===== config.mk =====
export PLATFORM = sky130hd
export DESIGN_NAME = text_cursor_controller_top
export DESIGN_NICKNAME = d
export VERILOG_FILES = /design/src/tcc_pkg.sv /design/src/tcc_cfg_regs.sv /design/src/tcc_engine.sv /design/src/tcc_out_buffer.sv /design/src/text_cursor_controller_top.sv
export SDC_FILE = /design/constraint.sdc
export NUM_CORES = 1
export LEC_CHECK = 0
export BUFFER_PORTS_ARGS = -buffer_cell sky130_fd_sc_hd__buf_4
export CORE_MARGIN = 3
export CORE_UTILIZATION = 57
export CTS_BUF_LIST = sky130_fd_sc_hd__clkbuf_4 sky130_fd_sc_hd__clkbuf_8
export CTS_CLUSTER_DIAMETER = 50
export DETAILED_ROUTE_END_ITERATION = 6
export GPL_TIMING_DRIVEN = 1
export PLACE_DENSITY = 0.77
export SLEW_MARGIN = 20
export SYNTH_ARGS = -nofsm -noshare
export SYNTH_HDL_FRONTEND = slang
export SYNTH_SLANG_ARGS = --single-unit
export TNS_END_PERCENT = 50

===== constraint.sdc =====
create_clock -name clk -period 11.1 [get_ports clk]
set_input_delay 3.33 -clock clk [delete_from_list [all_inputs] [get_ports clk]]
set_output_delay 3.33 -clock clk [all_outputs]
set_load 0.02 [all_outputs]

===== src/tcc_pkg.sv =====
`timescale 1ns / 1ps
`default_nettype none
// ----------------------------------------------------------------------------
// tcc_pkg
// Shared types and constants of the text cursor controller: the cursor
// state, the configuration registers, the command codes and result items.
// ----------------------------------------------------------------------------
package tcc_pkg;

    localparam int MAX_RESULTS = 4;

    // Character codes with a cursor function of their own.
    localparam logic [7:0] CODE_BS    = 8'd8;
    localparam logic [7:0] CODE_TAB   = 8'd9;
    localparam logic [7:0] CODE_LF    = 8'd10;
    localparam logic [7:0] CODE_CR    = 8'd13;
    localparam logic [7:0] CODE_SPACE = 8'd32;

    // Drawing commands.
    localparam logic [1:0] CMD_GLYPH  = 2'd0;
    localparam logic [1:0] CMD_BLANK  = 2'd1;
    localparam logic [1:0] CMD_SCROLL = 2'd2;

    // Configuration register indexes.
    localparam logic [2:0] REG_CELL_WIDTH    = 3'd0;
    localparam logic [2:0] REG_CELL_HEIGHT   = 3'd1;
    localparam logic [2:0] REG_SCREEN_WIDTH  = 3'd2;
    localparam logic [2:0] REG_SCREEN_HEIGHT = 3'd3;
    localparam logic [2:0] REG_COLUMNS       = 3'd4;
    localparam logic [2:0] REG_FIRST_CODE    = 3'd5;
    localparam logic [2:0] REG_CODE_COUNT    = 3'd6;

    typedef struct packed {
        logic [10:0] x;
        logic [10:0] y;
        logic [9:0]  col;
    } cursor_t;

    typedef struct packed {
        logic [5:0]  cell_width;
        logic [5:0]  cell_height;
        logic [10:0] screen_width;
        logic [10:0] screen_height;
        logic [10:0] columns_per_line;
        logic [7:0]  first_code;
        logic [8:0]  code_count;
    } cfg_t;

    typedef struct packed {
        logic [1:0] command;
        logic [9:0] pos_x;
        logic [9:0] pos_y;
        logic [7:0] glyph_code;
        logic [9:0] scroll_lines;
        logic       last;
    } result_t;

    // All results of one character, in emission order.
    typedef struct packed {
        result_t [MAX_RESULTS-1:0] res;
        logic [2:0]                count;
    } batch_t;

endpackage

`default_nettype wire


===== src/tcc_cfg_regs.sv =====
`timescale 1ns / 1ps
`default_nettype none
// ----------------------------------------------------------------------------
// tcc_cfg_regs
// Configuration register file, written through a plain index/data port.
// ----------------------------------------------------------------------------
module tcc_cfg_regs (
    input  wire logic         clk,
    input  wire logic         rst_n,
    input  wire logic         cfg_we,
    input  wire logic [2:0]   cfg_index,
    input  wire logic [10:0]  cfg_data,
    output tcc_pkg::cfg_t     cfg
);

    tcc_pkg::cfg_t cfg_reg;

    always_ff @(posedge clk or negedge rst_n)
    begin
        if (!rst_n)
        begin
            cfg_reg.cell_width       <= 6'd8;
            cfg_reg.cell_height      <= 6'd8;
            cfg_reg.screen_width     <= 11'd320;
            cfg_reg.screen_height    <= 11'd320;
            cfg_reg.columns_per_line <= 11'd40;
            cfg_reg.first_code       <= 8'd32;
            cfg_reg.code_count       <= 9'd95;
        end
        else if (cfg_we)
        begin
            unique case (cfg_index)
                tcc_pkg::REG_CELL_WIDTH:    cfg_reg.cell_width       <= cfg_data[5:0];
                tcc_pkg::REG_CELL_HEIGHT:   cfg_reg.cell_height      <= cfg_data[5:0];
                tcc_pkg::REG_SCREEN_WIDTH:  cfg_reg.screen_width     <= cfg_data;
                tcc_pkg::REG_SCREEN_HEIGHT: cfg_reg.screen_height    <= cfg_data;
                tcc_pkg::REG_COLUMNS:       cfg_reg.columns_per_line <= cfg_data;
                tcc_pkg::REG_FIRST_CODE:    cfg_reg.first_code       <= cfg_data[7:0];
                tcc_pkg::REG_CODE_COUNT:    cfg_reg.code_count       <= cfg_data[8:0];
                default:
                begin
                    // Writes to unused indexes are dropped.
                end
            endcase
        end
    end

    assign cfg = cfg_reg;

endmodule

`default_nettype wire


===== src/tcc_engine.sv =====
`timescale 1ns / 1ps
`default_nettype none
// ----------------------------------------------------------------------------
// tcc_engine
// Combinational cursor logic: from one character and the current cursor it
// forms all drawing commands of that character and the next cursor.
// ----------------------------------------------------------------------------
module tcc_engine (
    input  wire logic [7:0]       char_code,
    input  wire tcc_pkg::cursor_t cur,
    input  wire tcc_pkg::cfg_t    cfg,
    output tcc_pkg::batch_t       batch,
    output tcc_pkg::cursor_t      cur_next
);

    typedef struct packed {
        logic [10:0] y;
        logic        has_scroll;
        logic [9:0]  scroll_lines;
    } lf_t;

    typedef struct packed {
        tcc_pkg::cursor_t cur;
        logic             has_scroll;
        logic [9:0]       scroll_lines;
        tcc_pkg::result_t draw;
    } cell_t;

    function automatic logic [9:0] sat10(input logic [10:0] v);
        return v[10] ? 10'h3FF : v[9:0];
    endfunction

    // Line feed on the y axis; x and column go to zero at the caller.
    function automatic lf_t line_feed(input logic [10:0] y, input tcc_pkg::cfg_t cf);
        lf_t         r;
        logic [11:0] ny;
        logic [12:0] lim;
        logic [12:0] ov;
        r  = '0;
        ny  = {1'b0, y} + {6'b0, cf.cell_height};
        lim = {1'b0, ny} + {7'b0, cf.cell_height};
        ov  = lim - {2'b0, cf.screen_height};
        if (lim >= {2'b0, cf.screen_height})
        begin
            // The new line lies past the bottom: scroll by the overflow and
            // pin the cursor to the last full line.
            r.has_scroll   = (lim != {2'b0, cf.screen_height});
            r.scroll_lines = (ov > 13'd1023) ? 10'h3FF : ov[9:0];
            r.y = (cf.screen_height >= {5'b0, cf.cell_height}) ?
                  (cf.screen_height - {5'b0, cf.cell_height}) : 11'd0;
        end
        else
        begin
            r.y = ny[11] ? 11'h7FF : ny[10:0];
        end
        return r;
    endfunction

    function automatic cell_t print_cell(input logic [7:0] c,
                                         input tcc_pkg::cursor_t cs,
                                         input tcc_pkg::cfg_t cf);
        cell_t       r;
        lf_t         lf;
        logic        in_font;
        logic [9:0]  font_end;
        logic [11:0] x_end;
        logic [11:0] x_adv;
        r        = '0;
        font_end = {2'b0, cf.first_code} + {1'b0, cf.code_count};
        in_font  = (c >= cf.first_code) && ({2'b0, c} < font_end);
        x_end    = {1'b0, cs.x} + {6'b0, cf.cell_width};
        lf       = line_feed(cs.y, cf);
        r.cur    = cs;
        if (in_font && (x_end > {1'b0, cf.screen_width}))
        begin
            r.cur.x        = '0;
            r.cur.col      = '0;
            r.cur.y        = lf.y;
            r.has_scroll   = lf.has_scroll;
            r.scroll_lines = lf.scroll_lines;
        end
        r.draw.command    = in_font ? tcc_pkg::CMD_GLYPH : tcc_pkg::CMD_BLANK;
        r.draw.pos_x      = sat10(r.cur.x);
        r.draw.pos_y      = sat10(r.cur.y);
        r.draw.glyph_code = in_font ? c : 8'd0;
        x_adv     = {1'b0, r.cur.x} + {6'b0, cf.cell_width};
        r.cur.x   = x_adv[11] ? 11'h7FF : x_adv[10:0];
        r.cur.col = (r.cur.col == 10'h3FF) ? r.cur.col : r.cur.col + 10'd1;
        return r;
    endfunction

    function automatic tcc_pkg::result_t scroll_result(input logic [9:0] lines);
        tcc_pkg::result_t r;
        r              = '0;
        r.command      = tcc_pkg::CMD_SCROLL;
        r.scroll_lines = lines;
        return r;
    endfunction

    logic        is_tab;
    cell_t       p1;
    cell_t       p2;
    lf_t         lf_now;
    logic [10:0] bs_col;
    logic [9:0]  bs_col_sat;
    logic [15:0] bs_prod;
    logic [2:0]  n;

    assign is_tab = (char_code == tcc_pkg::CODE_TAB);
    // A tab is one space, and a second one when the column is left odd.
    assign p1     = print_cell(is_tab ? tcc_pkg::CODE_SPACE : char_code, cur, cfg);
    assign p2     = print_cell(tcc_pkg::CODE_SPACE, p1.cur, cfg);
    assign lf_now = line_feed(cur.y, cfg);

    assign bs_col     = (cfg.columns_per_line != 11'd0) ?
                        (cfg.columns_per_line - 11'd1) : 11'd0;
    assign bs_col_sat = bs_col[10] ? 10'h3FF : bs_col[9:0];
    assign bs_prod    = {6'b0, bs_col_sat} * {10'b0, cfg.cell_width};

    always_comb
    begin
        batch    = '0;
        cur_next = cur;
        n        = 3'd0;
        unique case (char_code)
            tcc_pkg::CODE_BS:
            begin
                if (cur.x < {5'b0, cfg.cell_width})
                begin
                    // Left edge: last column of the line above.
                    cur_next.y   = (cur.y > {5'b0, cfg.cell_height}) ?
                                   (cur.y - {5'b0, cfg.cell_height}) : 11'd0;
                    cur_next.col = bs_col_sat;
                    cur_next.x   = (bs_prod > 16'd2047) ? 11'h7FF : bs_prod[10:0];
                end
                else
                begin
                    cur_next.x   = cur.x - {5'b0, cfg.cell_width};
                    cur_next.col = (cur.col != 10'd0) ? (cur.col - 10'd1) : 10'd0;
                end
            end
            tcc_pkg::CODE_CR:
            begin
                cur_next.x   = '0;
                cur_next.col = '0;
            end
            tcc_pkg::CODE_LF:
            begin
                cur_next.x   = '0;
                cur_next.col = '0;
                cur_next.y   = lf_now.y;
                if (lf_now.has_scroll)
                begin
                    batch.res[0] = scroll_result(lf_now.scroll_lines);
                    n            = 3'd1;
                end
            end
            default:
            begin
                if (p1.has_scroll)
                begin
                    batch.res[n[1:0]] = scroll_result(p1.scroll_lines);
                    n                 = n + 3'd1;
                end
                batch.res[n[1:0]] = p1.draw;
                n                 = n + 3'd1;
                cur_next          = p1.cur;
                if (is_tab && p1.cur.col[0])
                begin
                    if (p2.has_scroll)
                    begin
                        batch.res[n[1:0]] = scroll_result(p2.scroll_lines);
                        n                 = n + 3'd1;
                    end
                    batch.res[n[1:0]] = p2.draw;
                    n                 = n + 3'd1;
                    cur_next          = p2.cur;
                end
            end
        endcase
        for (int i = 0; i < tcc_pkg::MAX_RESULTS; i++)
        begin
            batch.res[i].last = (3'(i) == (n - 3'd1));
        end
        batch.count = n;
    end

endmodule

`default_nettype wire


===== src/tcc_out_buffer.sv =====
`timescale 1ns / 1ps
`default_nettype none
// ----------------------------------------------------------------------------
// tcc_out_buffer
// Result register: holds the commands of one character and hands them out
// one per cycle while ready holds; it is free in the cycle the last is taken.
// ----------------------------------------------------------------------------
module tcc_out_buffer (
    input  wire logic            clk,
    input  wire logic            rst_n,
    input  wire tcc_pkg::batch_t batch,
    input  wire logic            load,
    output logic                 free,
    output tcc_pkg::result_t     result,
    output logic                 valid,
    input  wire logic            ready
);

    tcc_pkg::result_t [tcc_pkg::MAX_RESULTS-1:0] res_reg;
    logic [2:0] count_reg;
    logic [1:0] idx_reg;
    logic       take;
    logic       take_last;

    assign valid     = (count_reg != 3'd0);
    assign take      = valid && ready;
    assign take_last = take && (({1'b0, idx_reg} + 3'd1) == count_reg);
    assign free      = !valid || take_last;
    assign result    = res_reg[idx_reg];

    always_ff @(posedge clk)
    begin
        if (load)
        begin
            res_reg <= batch.res;
        end
    end

    always_ff @(posedge clk or negedge rst_n)
    begin
        if (!rst_n)
        begin
            count_reg <= 3'd0;
            idx_reg   <= 2'd0;
        end
        else if (load)
        begin
            count_reg <= batch.count;
            idx_reg   <= 2'd0;
        end
        else if (take_last)
        begin
            count_reg <= 3'd0;
            idx_reg   <= 2'd0;
        end
        else if (take)
        begin
            idx_reg <= idx_reg + 2'd1;
        end
    end

endmodule

`default_nettype wire


===== src/text_cursor_controller_top.sv =====
`timescale 1ns / 1ps
`default_nettype none
// ----------------------------------------------------------------------------
// text_cursor_controller_top
// Character-cell cursor controller: takes character codes and emits glyph,
// blank-cell and scroll commands for a pixel text display.
// ----------------------------------------------------------------------------
// A request's first command passes the input register, the cursor logic and
// then the result register, which takes it only once that register is free.
// Throughput: one character per cycle with m_tready high while each yields
// at most one command; more commands hold the result register until taken.
// Reset: asynchronous, active low; cursor goes to the top left corner and the
// configuration registers return to their default values.
// ----------------------------------------------------------------------------
module text_cursor_controller_top (
    input  wire logic         clk,
    input  wire logic         rst_n,
    // Configuration write port.
    input  wire logic         cfg_we,
    input  wire logic [2:0]   cfg_index,
    input  wire logic [10:0]  cfg_data,
    // Character input.
    input  wire logic         s_tvalid,
    output logic              s_tready,
    input  wire logic [7:0]   s_tdata,   // [7:0] char_code
    // Command output.
    output logic              m_tvalid,
    input  wire logic         m_tready,
    output logic [39:0]       m_tdata,   // command, pos_x, pos_y, glyph_code,
                                         // scroll_lines (lowest bit up)
    output logic              m_tlast
);

    tcc_pkg::cfg_t    cfg;
    tcc_pkg::cursor_t cur_reg;
    tcc_pkg::cursor_t cur_next;
    tcc_pkg::batch_t  batch;
    tcc_pkg::result_t result;
    logic [7:0]       char_reg;
    logic             in_valid_reg;
    logic             buf_free;
    logic             adv;

    tcc_cfg_regs u_cfg (
        .clk       (clk),
        .rst_n     (rst_n),
        .cfg_we    (cfg_we),
        .cfg_index (cfg_index),
        .cfg_data  (cfg_data),
        .cfg       (cfg)
    );

    tcc_engine u_engine (
        .char_code (char_reg),
        .cur       (cur_reg),
        .cfg       (cfg),
        .batch     (batch),
        .cur_next  (cur_next)
    );

    tcc_out_buffer u_out (
        .clk    (clk),
        .rst_n  (rst_n),
        .batch  (batch),
        .load   (adv),
        .free   (buf_free),
        .result (result),
        .valid  (m_tvalid),
        .ready  (m_tready)
    );

    // The held character moves on as soon as the result register is free.
    assign adv      = in_valid_reg && buf_free;
    assign s_tready = !in_valid_reg || adv;

    always_ff @(posedge clk)
    begin
        if (s_tvalid && s_tready)
        begin
            char_reg <= s_tdata;
        end
    end

    always_ff @(posedge clk or negedge rst_n)
    begin
        if (!rst_n)
        begin
            in_valid_reg <= 1'b0;
            cur_reg      <= '0;
        end
        else
        begin
            if (s_tready)
            begin
                in_valid_reg <= s_tvalid;
            end
            if (adv)
            begin
                cur_reg <= cur_next;
            end
        end
    end

    assign m_tdata = {result.scroll_lines, result.glyph_code, result.pos_y,
                      result.pos_x, result.command};
    assign m_tlast = result.last;

    a_idle_out_advances: assert property (@(posedge clk) disable iff (!rst_n)
        in_valid_reg && !m_tvalid |-> adv)
        else $error("held character did not advance into an empty result register");

    a_cursor_holds: assert property (@(posedge clk) disable iff (!rst_n)
        !adv |=> $stable(cur_reg))
        else $error("cursor changed without a character advancing");

    a_empty_accepts: assert property (@(posedge clk) disable iff (!rst_n)
        !in_valid_reg |-> s_tready)
        else $error("input register empty but request not accepted");

endmodule

`default_nettype wire


Yosys cells after proc, flatten, opt, wreduce, memory -nomap -nowiden. Index checks and enable logic that the tools add are counted.

Bits in registers: 272. Memories: 0. Input port bits: 27. Latch bits: 0. Output and inout bits: 43. Logic and storage cells: 206. Memory bits (read-only): 0. RAM bits: 0.

Divide/modulo/power cells: 0. $add $sub $neg: 24. Shift operators: 0. Reduce and logical (&&, ||, !) cells: 34. $lt $le $gt $ge: 21. Equal/unequal tests: 19. Bitwise gates (word level): 1. Mux-type cells: 68. $mul: 1.

Operators by type and width (number): 2-to-1 mux 164 bit (4); bitwise mux 164 bit (3); 2-to-1 mux 41 bit (7); demux 41 bit (select 2 bit) (3); 2-to-1 mux 11 bit (14); 2-to-1 mux 10 bit (11); 2-to-1 mux 43 bit (2); binary-select mux 41 bit (select 2 bit) (1); one-hot mux 41 bit (2 select lines) (1); adder 11 x 6 -> 12 bit (6); one-hot mux 11 bit (3 select lines) (1); subtractor 11 x 6 -> 11 bit (3); == test 8 x 4 -> 1 bit (second input constant) (4); 2-to-1 mux 32 bit (1); adder 12 x 6 -> 13 bit (2); greater-or-equal comparator 13 x 11 -> 1 bit (2); > comparator 13 x 10 -> 1 bit (second input constant) (2); inequality test 13 x 11 -> 1 bit (2); subtractor 13 x 11 -> 13 bit (2); > comparator 12 x 11 -> 1 bit (2); one-hot mux 11 bit (2 select lines) (1); 2-to-1 mux 3 bit (7); adder 10 x 1 -> 10 bit (second input constant) (2); == test 10 bit (second input constant) (2); 44 further kinds (83).

Depth between registers and ports, before layout.
Depth after elaboration: 24. Mapped depth: 61. Gate-level depth less buffers: 55.

By module. A second synthesis with hierarchy kept.

Cell total of the unflattened synthesis: 2373. Area, all modules: 22770.6 µm².

By module, submodules not included: tcc_engine (seq. area each 0.0 µm², instances 1, cells each 1914, area each 12527.0 µm²); tcc_out_buffer (seq. area each 5049.8 µm², instances 1, cells each 242, area each 6183.4 µm²); tcc_cfg_regs (seq. area each 1570.3 µm², instances 1, cells each 136, area each 2461.1 µm²); text_cursor_controller_top (seq. area each 1066.0 µm², instances 1, cells each 81, area each 1599.0 µm²).

Least setup slack after synthesis. No wires, ideal clock.

Path type: reg-to-reg. From: register u_cfg.cfg_reg (netlist bit u_cfg.cfg[58]). To: register cur_reg[22] (netlist name). Path buffers: 6. Arrival time: 10.715 ns. Clock period less this slack: 11.078 ns. Library setup time: 0.363 ns. Setup slack: 0.022 ns. Cell stages (with the launch flop): 60. Required time: 10.737 ns. Cells stage by stage: dfrtp_1 clkbuf_1 inv_1 ha_1 inv_1 a21oi_1 nor2_1 nor2_1 nor2_1 nor2_1 o21bai_1 xnor2_1 ha_1 a21oi_1 nor2b_1 a2111oi_0 a211oi_1 o221ai_1 (+24 left out) a21o_1 o311a_1 nor2_1 clkbuf_1 clkbuf_1 nand2_1 inv_1 ha_1 a21o_1 a21oi_1 o21bai_1 a21oi_1 o21bai_1 nand4_1 nor4_1 a31oi_1 a221o_1 a31oi_1.

Cells in the longest elaborated chain, start to end: 14. Elaborated cells on any way between the ends: 23. Those cells by class: 5 x add/sub; 1 x mul; 4 x order compare; 1 x eq/ne; 9 x mux; 3 x reduce/logical.

RTL lines: start: declaration (RTL line tcc_cfg_regs.sv:16) `tcc_pkg::cfg_t cfg_reg;`; adder 11 x 6 -> 12 bit (RTL line tcc_engine.sv:71) `x_end = {1'b0, cs.x} + {6'b0, cf.cell_width};`; > comparator 12 x 11 -> 1 bit (RTL line tcc_engine.sv:74) `if (in_font && (x_end > {1'b0, cf.screen_width}))`; logical AND 1 bit (RTL line tcc_engine.sv:74); 2-to-1 mux 43 bit (RTL line tcc_engine.sv:74); adder 11 x 6 -> 12 bit (RTL line tcc_engine.sv:86) `x_adv = {1'b0, r.cur.x} + {6'b0, cf.cell_width};`; 2-to-1 mux 11 bit (RTL line tcc_engine.sv:87) `r.cur.x = x_adv[11] ? 11'h7FF : x_adv[10:0];`; adder 11 x 6 -> 12 bit (RTL line tcc_engine.sv:71); > comparator 12 x 11 -> 1 bit (RTL line tcc_engine.sv:74); logical AND 1 bit (RTL line tcc_engine.sv:74); 2-to-1 mux 43 bit (RTL line tcc_engine.sv:74); adder 11 x 6 -> 12 bit (RTL line tcc_engine.sv:86); 2-to-1 mux 11 bit (RTL line tcc_engine.sv:87); 2-to-1 mux 32 bit (RTL line tcc_engine.sv:168) `if (is_tab && p1.cur.col[0])`; one-hot mux 11 bit (2 select lines) (*) (RTL line tcc_engine.sv:125) `unique case (char_code)`; end signal: assignment (RTL line text_cursor_controller_top.sv:99) `cur_reg <= cur_next;`; end: declaration (RTL line text_cursor_controller_top.sv:35) `tcc_pkg::cursor_t cur_reg;`.

Every way passes the cells marked *; elsewhere a longest branch is shown, timed or not. A chain may end at the register's enable or synchronous reset.

Worst setup path in the final report.
From: register cur_reg[10] (netlist name). To: register u_out.res_reg[68] (netlist name) (data pin).

Cells in the longest elaborated chain, start to end: 19. Elaborated cells on any way between the ends: 47. Those cells by class: 6 x add/sub; 8 x order compare; 2 x eq/ne; 28 x mux; 3 x reduce/logical.

RTL lines: adder 11 x 6 -> 12 bit (RTL line tcc_engine.sv:40) `ny = {1'b0, y} + {6'b0, cf.cell_height};`; adder 12 x 6 -> 13 bit (RTL line tcc_engine.sv:41) `lim = {1'b0, ny} + {7'b0, cf.cell_height};`; greater-or-equal comparator 13 x 11 -> 1 bit (RTL line tcc_engine.sv:43) `if (lim >= {2'b0, cf.screen_height})`; 2-to-1 mux 11 bit (RTL line tcc_engine.sv:43); 2-to-1 mux 43 bit (*) (RTL line tcc_engine.sv:74); adder 11 x 6 -> 12 bit (RTL line tcc_engine.sv:40); adder 12 x 6 -> 13 bit (RTL line tcc_engine.sv:41); greater-or-equal comparator 13 x 11 -> 1 bit / inequality test 13 x 11 -> 1 bit (equally long branches) (RTL line tcc_engine.sv:43, tcc_engine.sv:47); (+3 left out); 2-to-1 mux 3 bit (RTL line tcc_engine.sv:168); 2-to-1 mux 3 bit (RTL line tcc_engine.sv:125); < comparator 2 x 3 -> 1 bit (implied by the code) / greater-or-equal comparator 2 x 1 -> 1 bit (equally long branches) (RTL line tcc_engine.sv:175) `batch.res[n[1:0]] = p2.draw;`; logical AND 1 bit (implied by the code) (RTL line tcc_engine.sv:175); 2-to-1 mux 41 bit (implied by the code) (RTL line tcc_engine.sv:175); demux 41 bit (select 2 bit); bitwise mux 164 bit (RTL line tcc_engine.sv:175); 2-to-1 mux 164 bit (*) (RTL line tcc_engine.sv:168); end signal: assignment (RTL line tcc_out_buffer.sv:35) `res_reg <= batch.res;`; end: declaration (RTL line tcc_out_buffer.sv:19) `tcc_pkg::result_t [tcc_pkg::MAX_RESULTS-1:0] res_reg;`.

Every way passes the cells marked *; elsewhere a longest branch is shown, timed or not. The select of a mux whose other input is x is not followed.

==> reports/qor.txt <==
Antenna fix cells: 0
Worst relative slew slack: 0.293
Via count: 19,100
Gr usage total: 0.314
Min-Delay Path Class: register to register
Yosys warns: 0
Hold depth: 2
Hold Vio Cnt, Final: 0
CTS Buf Count: 45
Number of DRC markers in iteration 0: 2,367
Clock tree buffer depth: 3
Initial antenna violation count: 0
H-tree level count: 2
Chip width: 200 um
Max FFs per register: 139
Clk pin slew, worst setup/hold paths: 0.06 ns
Worst r2r dst: u_out.res_reg[68]
IO Pins: 70
Worst R2R Path Depth: 45
Synth Flop Type: edfxtp_1
Crit path DAT: 10.78 ns
Slowest-stage cell, CP: a2111oi_1
Vias in the first global route: 18,200
Post-synthesis register bit count: 247
Final worst-path cycle share: 0.940
Site row count: 70
Core area: 36,900 um^2
Synth cell types: 94
Critical path class: register to register
First-pass GRT wire length: 102,000 um
Post-synth EDFFs: 147
RD Place Congestion: 0.980
Setup Skew: 0.0286 ns
Setup TNS: 0 ns
Post-Synthesis Cell Area: 21,500 um^2
Die span in y: 200 um
Most frequent cells in the layout: 218 x nand2_1, 214 x nor2_1, 173 x inv_1
Via density: 6.34
Syn Inst Count: 2,414
R2R setup slack: 0.66 ns
Post-DP HPWL: 48,500 um
Die Area: 40,100 um^2
FFs w/ async S/R, synth: 0.405
Worst Tran Pin Value: 1.06 ns
Final setup viols: 0
GRT overflow: 0
CP Max Fanout: 19
Pin count of the biggest net entering global routing: 87
CTS root buf: clkbuf_8
Post-Syn Nets: 2,652
Worst path most repeated cell: nand2_1
Final min period: 10.44 ns
Status: finished, final reports clean
Area Growth Syn to Fin: 11.2%
FF-to-FF Start: cur_reg[10]
Required time worst endpoint: 11.44 ns
Post-DRT Antenna Nets: 0
CTS tree: built
Kind of end point of the critical path: register
Initial core utilization: 0.583
Routed WL per cell: 21.3 um
DRC: 0
Hold EP: u_out.count_reg[2]
Port Buffer Count: 69
HP Start: u_out.count_reg[2]
Worst-Skew Late Latency: 0.62 ns
Commonest non-fill, non-tap cell in the layout: nand2_1
Sequential share of the synthesized area: 0.323
Max-Cap Viols: 0
Final net count: 2,715
Pins Over Slew Limit: 0
CTS sink count: 247
Avg Cell Area, Syn: 8.90 um^2
Max stage delay on crit path: 0.86 ns
Total iterations of the first detailed-routing run: 6
Fraction of layout cells with a size suffix above 1: 0.146
Fmax: 95.8 MHz
WL final: 64,100 um
CP Launch Type: register
worst max-delay path, delay by kind of cell, from the launching register on:
| family | cells | cell delay (ns) |
|---|---|---|
| xor gates and xnor gates | 4 | 0.67 |
| muxes | 1 | 0.45 |
| DFF | 1 | 0.46 |
| and+or+nand+nor | 19 | 3.30 |
| adders and majority gates | 7 | 2.49 |
| AOI/OAI and AO/OA | 9 | 2.15 |
| buffers and inverters | 5 | 0.68 |
through the flow:
stage / cells / area [um^2] / utilization / worst slack (ns) / hold WS [ns]
final: 3018 / 23900 / 0.648 / 0.663 / 0.524
after global routing: 3018 / 23900 / 0.648 / -0.0147 / 0.542
after CTS: 3005 / 23700 / 0.642 / 0.00468 / 0.524
after detailed placement: 2921 / 22600 / 0.614 / -0.312 / 0.510
after global placement: 2921 / 22600 / 0.614 / -0.290 / 0.509
after floorplan: 2414 / 21500 / - / 0.0216 / 0.482
area by class of cell:
cell class | count | area, um^2
Multi-Input combinational cell | 1866 | 13500
Timing Repair Buffer | 143 | 1080
Fill cell | 3033 | 13000
Tap cell | 504 | 631
Sequential cell | 247 | 6940
Clock buffer | 63 | 805
Clock inverter | 21 | 230
Inverter | 174 | 658
synthesized netlist by cell type, types with 16 or more instances:
library cell	n	share of area
edfxtp_1	147	0.21
mux2_2	41	0.021
a211oi_1	25	0.0087
o211ai_1	33	0.012
nor2_1	217	0.038
o21ai_0	154	0.036
nor3b_1	17	0.0059
mux2i_1	36	0.017
xnor2_1	75	0.031
ha_1	164	0.096
xor2_1	39	0.016
a31oi_1	24	0.0070
nand4_1	31	0.0090
nand2b_1	32	0.0093
dfrtp_1	85	0.099
nand3_1	62	0.014
a21o_1	27	0.0094
fa_1	47	0.044
clkbuf_1	107	0.019
a21oi_1	172	0.040
o21a_1	40	0.014
nor2b_1	29	0.0084
inv_1	174	0.030
nor3_1	39	0.0091
and2_1	30	0.0087
and3_1	24	0.0070
nand2_1	220	0.038
mux4_2	23	0.024
o31ai_1	16	0.0056
or4_1	22	0.0077
routing by layer:
metal / wire, um / global-route usage / up-vias / part of all wire
met5: 0 / 0 / - / 0
met4: 1480 / 0.0887 / 0 / 0.023
met3: 6690 / 0.0631 / 122 / 0.10
met2: 28000 / 0.472 / 964 / 0.44
met1: 28000 / 0.463 / 9154 / 0.44
li1: - / - / 8898 / -
cell families (layout without fill, tap and decap cells):
group	count (synthesis)	count (layout)	share of synthesized area
compound gates	645	645	0.194
simple gates	794	794	0.181
flops	247	247	0.323
fa+ha+maj	213	213	0.140
buf+inv	301	401	0.0535
mux	100	100	0.0624
xor+xnor	114	114	0.0465
worst max path at each step:
stage / slack (ns) / end / start
after global routing: -0.01 / u_out.res_reg[27] / cur_reg[10]
final: 0.66 / u_out.res_reg[68] / cur_reg[10]
after CTS: 0.005 / cur_reg[24] / char_reg[4]
after detailed placement: -0.31 / cur_reg[24] / char_reg[4]
after floorplan: 0.02 / cur_reg[22] / u_cfg.cfg[58]
after global placement: -0.29 / cur_reg[24] / char_reg[4]
timing repair:
item	4_1_cts	5_1_grt
endpoints found under the setup margin	6	153
buffers inserted	0	13
resized for setup	2	37
hold buffers	0	0
cloned	0	0
pin swaps	0	6
Power is left out: the tool's default activity adds up to more than one toggle a clock period on the data nets, which glitch-free logic cannot reach.
